## config.mk

```make
export PLATFORM = sky130hd
export DESIGN_NAME = string_rotation_check
export DESIGN_NICKNAME = d
export VERILOG_FILES = /design/src/strrot_pkg.sv /design/src/strrot_dp.sv /design/src/strrot_ctrl.sv /design/src/string_rotation_check.sv
export SDC_FILE = /design/constraint.sdc
export NUM_CORES = 2
export LEC_CHECK = 0
export ABC_CLOCK_PERIOD_IN_PS = 3600
export BUFFER_PORTS_ARGS = -buffer_cell sky130_fd_sc_hd__buf_4
export CAP_MARGIN = 20
export CORE_UTILIZATION = 66
export CTS_BUF_LIST = sky130_fd_sc_hd__clkbuf_8
export DETAILED_ROUTE_END_ITERATION = 12
export GPL_TIMING_DRIVEN = 0
export PLACE_DENSITY_LB_ADDON = 0.15
export SYNTH_ARGS = -nofsm -noshare
export SYNTH_HDL_FRONTEND = slang
export SYNTH_SLANG_ARGS = --single-unit
```

## constraint.sdc

```tcl
create_clock -name clk -period 3.6 [get_ports clk]
set_input_delay 0.18 -clock clk [delete_from_list [all_inputs] [get_ports clk]]
set_output_delay 0.18 -clock clk [all_outputs]
set_load 0.02 [all_outputs]
```

## src/strrot_pkg.sv

```systemverilog
`timescale 1ns / 1ps
// Shared constants and controller/datapath interface types for the string rotation check.
// No dependencies.
package strrot_pkg;

    localparam int MAX_LEN = 128;
    localparam int LEN_W   = $clog2(MAX_LEN + 1);
    localparam int IDX_W   = $clog2(MAX_LEN);

    localparam logic FUNC_FIRST  = 1'b0;
    localparam logic FUNC_SECOND = 1'b1;

    typedef struct packed {
        logic load;      // accepted input word
        logic init;      // start a search at rotation 0
        logic step_i;    // next byte of the current rotation
        logic step_k;    // next rotation
        logic set_rot;   // rotation found
        logic res_load;  // move pending result to output register
    } strrot_cmd_t;

    typedef struct packed {
        logic quick_fail; // result known without a search
        logic eq;         // compared bytes match
        logic i_last;
        logic k_last;
        logic out_free;
    } strrot_status_t;

endpackage

```

## src/strrot_dp.sv

```systemverilog
`timescale 1ns / 1ps
// Datapath: string stores, lengths, search counters and the output register.
// Depends on strrot_pkg.
module strrot_dp
    import strrot_pkg::*;
(
    input  logic           clk,
    input  logic           rst_n,
    input  strrot_cmd_t    cmd,
    output strrot_status_t status,
    input  logic           func,
    input  logic [7:0]     ch,
    input  logic           last,
    output logic           m_tvalid,
    input  logic           m_tready,
    output logic [7:0]     m_tdata
);

    logic [7:0] first_mem  [MAX_LEN];
    logic [7:0] second_mem [MAX_LEN];

    logic [LEN_W-1:0] first_len_reg, first_len_next;
    logic             first_over_reg, first_over_next;
    logic             first_closed_reg, first_closed_next;
    logic [LEN_W-1:0] second_len_reg, second_len_next;
    logic             second_over_reg, second_over_next;

    logic [IDX_W-1:0] k_reg, i_reg, j_reg, last_idx_reg;
    logic [7:0]       first_q_reg, second_q_reg;
    logic             rot_reg, tl_reg;
    logic             out_valid_reg, out_rot_reg, out_tl_reg;

    logic [LEN_W-1:0] f_base;
    logic             f_room, s_room;
    logic [LEN_W-1:0] sec_len_new;
    logic             sec_over_new;
    logic             too_long_now;
    logic             wr_first, wr_second;

    always_comb
    begin
        f_base       = first_closed_reg ? '0 : first_len_reg;
        f_room       = f_base < LEN_W'(MAX_LEN);
        s_room       = second_len_reg < LEN_W'(MAX_LEN);
        sec_len_new  = second_len_reg + LEN_W'(s_room);
        sec_over_new = second_over_reg | ~s_room;
        too_long_now = first_over_reg | sec_over_new;
        wr_first     = cmd.load && (func == FUNC_FIRST) && f_room;
        wr_second    = cmd.load && (func == FUNC_SECOND) && s_room;

        first_len_next    = first_len_reg;
        first_over_next   = first_over_reg;
        first_closed_next = first_closed_reg;
        second_len_next   = second_len_reg;
        second_over_next  = second_over_reg;
        if (cmd.load)
        begin
            if (func == FUNC_FIRST)
            begin
                first_len_next    = f_base + LEN_W'(f_room);
                first_over_next   = (first_closed_reg ? 1'b0 : first_over_reg) | ~f_room;
                first_closed_next = last;
            end
            else if (last)
            begin
                second_len_next  = '0;
                second_over_next = 1'b0;
            end
            else
            begin
                second_len_next  = sec_len_new;
                second_over_next = sec_over_new;
            end
        end

        status.quick_fail = too_long_now || (first_len_reg == '0)
                            || (first_len_reg != sec_len_new);
        status.eq         = first_q_reg == second_q_reg;
        status.i_last     = i_reg == last_idx_reg;
        status.k_last     = k_reg == last_idx_reg;
        status.out_free   = ~out_valid_reg | m_tready;
    end

    // stores: one write and one registered read per cycle each
    always_ff @(posedge clk)
    begin
        if (wr_first)
        begin
            first_mem[f_base[IDX_W-1:0]] <= ch;
        end
        first_q_reg <= first_mem[j_reg];
    end

    always_ff @(posedge clk)
    begin
        if (wr_second)
        begin
            second_mem[second_len_reg[IDX_W-1:0]] <= ch;
        end
        second_q_reg <= second_mem[i_reg];
    end

    // search counters; j tracks (i + k) mod n
    always_ff @(posedge clk)
    begin
        if (cmd.init)
        begin
            k_reg        <= '0;
            i_reg        <= '0;
            j_reg        <= '0;
            last_idx_reg <= IDX_W'(first_len_reg - LEN_W'(1));
        end
        else if (cmd.step_i)
        begin
            i_reg <= i_reg + IDX_W'(1);
            j_reg <= (j_reg == last_idx_reg) ? '0 : j_reg + IDX_W'(1);
        end
        else if (cmd.step_k)
        begin
            k_reg <= k_reg + IDX_W'(1);
            i_reg <= '0;
            j_reg <= k_reg + IDX_W'(1);
        end
    end

    always_ff @(posedge clk)
    begin
        if (cmd.load && (func == FUNC_SECOND) && last)
        begin
            tl_reg  <= too_long_now;
            rot_reg <= 1'b0;
        end
        else if (cmd.set_rot)
        begin
            rot_reg <= 1'b1;
        end
        if (cmd.res_load)
        begin
            out_rot_reg <= rot_reg;
            out_tl_reg  <= tl_reg;
        end
    end

    always_ff @(posedge clk or negedge rst_n)
    begin
        if (!rst_n)
        begin
            first_len_reg    <= '0;
            first_over_reg   <= 1'b0;
            first_closed_reg <= 1'b0;
            second_len_reg   <= '0;
            second_over_reg  <= 1'b0;
            out_valid_reg    <= 1'b0;
        end
        else
        begin
            first_len_reg    <= first_len_next;
            first_over_reg   <= first_over_next;
            first_closed_reg <= first_closed_next;
            second_len_reg   <= second_len_next;
            second_over_reg  <= second_over_next;
            if (cmd.res_load)
            begin
                out_valid_reg <= 1'b1;
            end
            else if (m_tready)
            begin
                out_valid_reg <= 1'b0;
            end
        end
    end

    assign m_tvalid = out_valid_reg;
    assign m_tdata  = {6'b0, out_tl_reg, out_rot_reg};

endmodule

```

## src/strrot_ctrl.sv

```systemverilog
`timescale 1ns / 1ps
// Controller state machine: input handshake and sequencing of the rotation search.
// Depends on strrot_pkg.
module strrot_ctrl
    import strrot_pkg::*;
(
    input  logic           clk,
    input  logic           rst_n,
    input  logic           s_tvalid,
    output logic           s_tready,
    input  logic           func,
    input  logic           last,
    input  strrot_status_t status,
    output strrot_cmd_t    cmd
);

    localparam logic [1:0] ST_IDLE = 2'd0;
    localparam logic [1:0] ST_READ = 2'd1;
    localparam logic [1:0] ST_CMP  = 2'd2;
    localparam logic [1:0] ST_DONE = 2'd3;

    logic [1:0] state_reg, state_next;
    logic       accept;

    always_comb
    begin
        s_tready   = state_reg == ST_IDLE;
        accept     = s_tvalid & s_tready;
        cmd        = '0;
        cmd.load   = accept;
        state_next = state_reg;
        case (state_reg)
            ST_IDLE:
            begin
                if (accept && (func == FUNC_SECOND) && last)
                begin
                    if (status.quick_fail)
                    begin
                        state_next = ST_DONE;
                    end
                    else
                    begin
                        cmd.init   = 1'b1;
                        state_next = ST_READ;
                    end
                end
            end
            ST_READ:
            begin
                state_next = ST_CMP;
            end
            ST_CMP:
            begin
                if (status.eq)
                begin
                    if (status.i_last)
                    begin
                        cmd.set_rot = 1'b1;
                        state_next  = ST_DONE;
                    end
                    else
                    begin
                        cmd.step_i = 1'b1;
                        state_next = ST_READ;
                    end
                end
                else if (status.k_last)
                begin
                    state_next = ST_DONE;
                end
                else
                begin
                    cmd.step_k = 1'b1;
                    state_next = ST_READ;
                end
            end
            ST_DONE:
            begin
                if (status.out_free)
                begin
                    cmd.res_load = 1'b1;
                    state_next   = ST_IDLE;
                end
            end
            default:
            begin
                state_next = ST_IDLE;
            end
        endcase
    end

    always_ff @(posedge clk or negedge rst_n)
    begin
        if (!rst_n)
        begin
            state_reg <= ST_IDLE;
        end
        else
        begin
            state_reg <= state_next;
        end
    end

endmodule

```

## src/string_rotation_check.sv

```systemverilog
`timescale 1ns / 1ps
// Top level of the string rotation check: controller plus datapath.
// Depends on strrot_pkg, strrot_ctrl, strrot_dp.
//
//  bus     dir  contents
//  s_*     in   tdata[7:0] = ch, tuser[0] = func (0 first, 1 second), tlast = last
//  m_*     out  tdata[0] = is_rotation, tdata[1] = too_long, tdata[7:2] = 0
//
// Input words are taken only while the controller is idle. After the last word of the
// second string the search compares one byte pair per READ and CMP state pair
// (registered store reads); length or overflow failures go straight to the done state.
// rst_n clears lengths, flags and the state machine; string stores are not cleared.
// A pending result waits in the output register; loading continues while it waits.
module string_rotation_check
    import strrot_pkg::*;
(
    input  logic       clk,
    input  logic       rst_n,
    input  logic       s_tvalid,
    output logic       s_tready,
    input  logic [7:0] s_tdata,   // ch
    input  logic [0:0] s_tuser,   // func
    input  logic       s_tlast,
    output logic       m_tvalid,
    input  logic       m_tready,
    output logic [7:0] m_tdata    // is_rotation, too_long, zero fill
);

    strrot_cmd_t    cmd;
    strrot_status_t status;

    strrot_ctrl u_ctrl (
        .clk      (clk),
        .rst_n    (rst_n),
        .s_tvalid (s_tvalid),
        .s_tready (s_tready),
        .func     (s_tuser[0]),
        .last     (s_tlast),
        .status   (status),
        .cmd      (cmd)
    );

    strrot_dp u_dp (
        .clk      (clk),
        .rst_n    (rst_n),
        .cmd      (cmd),
        .status   (status),
        .func     (s_tuser[0]),
        .ch       (s_tdata),
        .last     (s_tlast),
        .m_tvalid (m_tvalid),
        .m_tready (m_tready),
        .m_tdata  (m_tdata)
    );

endmodule
```

==> metrics.md <==
| Metric | Value |
|---|---|
| # H-tree levels | 5 |
| Row Count | 129 |
| Worst slack at placement | -1190 ps |
| Clk buf depth | 4 |
| Synth-to-Final Area Change | 11.6% |
| Setup crit end kind | flip-flop |
| First-pass GRT wire length | 308000 um |
| Yosys reg bits | 2118 |
| Initial antenna violation count | 10 |
| Die W | 356 um |
| Top_reg_cell synth | edfxtp_1 |
| Share of post-route cells with drive strength above 1 | 25.5% |
| Worst EP arrival | 4650 ps |
| Hold Vio Cnt, Final | 0 |
| Die footprint | 0.127 mm2 |
| Vias/cell | 6.96 |
| Worst EP required | 4480 ps |
| Chip height | 356 um |
| Grt ovf | 0 |
| Yosys synthesis warning count | 0 |
| Mapped Area | 0.0828 mm2 |
| Largest net degree at the start of global routing | 159 |
| Routability Congestion | 0.982 |
| Final min period | 3760 ps |
| Wire per inst | 34.2 um |
| Worst min path class | in -> reg |
| Commonest cells after routing, fill and taps aside | 2058 x edfxtp_1, 467 x mux4_2, 351 x clkbuf_8, 263 x nor2_1, 162 x mux2i_1 |
| Synth cell types | 65 |
| Fin worst setup slack | -164 ps |
| CP startpoint | u_dp.i_reg[2] |
| Post-Syn Instances | 4113 |
| Most common cell after layout, fill and taps aside | edfxtp_1 |
| Worst setup SP type | flip-flop |
| Slew headroom | 18.1% |
| RSZ-0062 raised after global routing | true |
| CTS clk-pin slew, worst paths | 60 ps |
| Gr usage total | 35.0% |
| LEAKAGE | 28.8 nW |
| Skew final | 60.9 ps |
| Critical path peak fanout | 10 |
| Mapped Avg Cell Area | 20.1 um2 |
| Port buffer count | 16 |
| Maximum vdd ir drop | 0.457 mV |
| Drt initial violations | 7300 |
| Final setup TNS | -1420 ps |
| Launching point of the worst reg2reg path | u_dp.i_reg[2] |
| Failing checks | DRC, setup timing |
| WHS | 123 ps |
| TritonCTS Buffers | 335 |
| Async S/R FF share, synth | 1.04% |
| TritonCTS clock tree | built |
| Final setup viols | 43 |
| Fillers | 6942 |
| Max-cap violations | 0 |
| CP Class | reg -> reg |
| HPWL after DPL | 140000 um |
| Nets | 4537 |
| # IOs | 24 |
| CTS root buf | clkbuf_8 |
| Sequential share of the synthesized area | 76.2% |
| Max-slew violations | 0 |
| Vias post-DR | 44495 |
| Worst skew pair latency | 1040 ps |
| DRC | 6 |
| Pwr dens | 618 mW/mm2 |
| ANT nets after route | 0 |
| CTS Sinks | 2118 |
| Vias in the first global route | 43521 |
| Period Utilization, post-route | 105% |
| Core box area | 0.124 mm2 |
| Initial core utilization | 66.7% |
| HP Start | m_tready |
| Routed WL | 218000 um |
| Status | finished with violations |
| Drt pass-1 iters | 10 |
| Worst-margin pin slew | 1230 ps |
| EDFF count, synth | 2058 |
| Max Fclk | 266 MHz |
cell type report:
| type | instances | area (um2) | area share (%) |
|---|---|---|---|
| multi-input cells | 1745 | 19000 | 20.6 |
| inverters | 8 | 30.0 | 0.0325 |
| flip-flops and latches | 2118 | 63100 | 68.3 |
| clock buffers | 351 | 4830 | 5.23 |
| clock inverters | 221 | 971 | 1.05 |
| well taps | 1637 | 2050 | 2.22 |
| plain buffers | 242 | 1500 | 1.62 |
| repair buffers | 65 | 918 | 0.994 |
| diodes | 3 | 7.51 | 0.00812 |
routing by layer:
layer | wire length (um) | global-route usage, % | share of wire, % | vias up
met1 | 83900 | 52.0 | 38 | 23021
met2 | 96600 | 49.3 | 44 | 3255
met5 | 296 | 0.741 | 0.14 | -
li1 | - | - | - | 17745
met3 | 30700 | 11.9 | 14 | 460
met4 | 6730 | 12.2 | 3.1 | 14
worst max-delay path, cell delays in order, from the launching register on:
cell     delay, ps
dfxtp_1        300
buf_2          320
buf_2          390
buf_2          500
mux4_2         410
mux2_2         320
o21ai_0        800
a32oi_1        280
o221a_2        310
stage by stage:
step | instances | total power, W | util [%] | instance area [um2]
after global routing | 6389 | 0.0587 | 74.5 | 92400
after detailed placement | 5793 | 0.0389 | 68.9 | 85500
after CTS | 6382 | 0.0569 | 74.1 | 92000
final | 6390 | 0.0571 | 74.5 | 92400
after floorplan | 4118 | 0.0348 | - | 82800
after global placement | 5771 | 0.0388 | 68.5 | 85000
final timing paths:
| check | end | slack [ps] | cells after the start |
|---|---|---|---|
| max in group asynchronous | u_dp.second_len_reg[1] | 3210 | 4 |
| worst min-delay path | u_dp.m_tvalid | 120 | 4 |
| min in group asynchronous | u_dp.m_tvalid | 180 | 4 |
| worst max register to register | u_dp.second_q_reg[1] | -160 | 8 |
| worst max-delay path | u_dp.second_q_reg[1] | -160 | 8 |
| worst min register to register | u_dp.out_rot_reg | 490 | 0 |
synthesized netlist by cell type (3+ instances only):
library cell	n	area [um2]
nor3_1	28	140
mux4_2	467	10500
mux2_2	46	518
buf_4	50	375
nand3_1	37	185
a31oi_1	12	75.1
nand2b_1	9	56.3
nand4_1	9	56.3
nand2_1	98	368
or3_1	3	18.8
clkbuf_1	118	443
inv_1	7	26.3
and3_1	5	31.3
o211ai_1	7	52.6
mux2i_1	168	1680
a221oi_1	4	35.0
a21oi_1	89	445
nor2b_1	24	150
and2_1	5	31.3
a22oi_1	47	353
o21ai_0	26	130
xor2_1	22	193
buf_1	23	86.3
or4_1	44	330
ha_1	8	100
buf_2	47	235
buf_6	8	90.1
nand3b_1	12	90.1
a2111oi_0	3	26.3
edfxtp_1	2058	61800
o22ai_1	114	713
nor2_1	352	1320
nor4_1	14	87.6
a211oi_1	14	105
dfxtp_1	38	761
dfrtp_1	22	551
or2_2	5	31.3
xnor2_1	36	315
cell families (layout without fill, tap and decap cells):
logic type / after synthesis / after routing / share of synthesized area (%)
AND/OR/NAND/NOR: 653 / 653 / 3.58
buffers and inverters: 255 / 887 / 1.53
other: 1 / 9 / 0.00453
flip-flops: 2118 / 2118 / 76.2
AO/OA/AOI/OAI: 339 / 339 / 2.57
XOR/XNOR: 58 / 58 / 0.613
multiplexers: 681 / 681 / 15.4
adder cells (fa/ha/maj): 8 / 8 / 0.121
repair_timing:
item | CTS | global route
hold buffers | 17 | 0
gates resized for setup | 165 | 108
cloned | 0 | 0
pin swaps | 3 | 4
endpoints found under the hold margin | 1017 | 0
setup buffers | 3 | 3
endpoints found under the setup margin | 716 | 936
power breakdown:
group | total (W) | internal [W] | switching, W
registers | 0.0276 | 0.0274 | 0.000262
logic | 0.0113 | 0.00443 | 0.00685
clock network | 0.0182 | 0.00922 | 0.00899
Note: power is estimated with default switching activity, not from simulation.
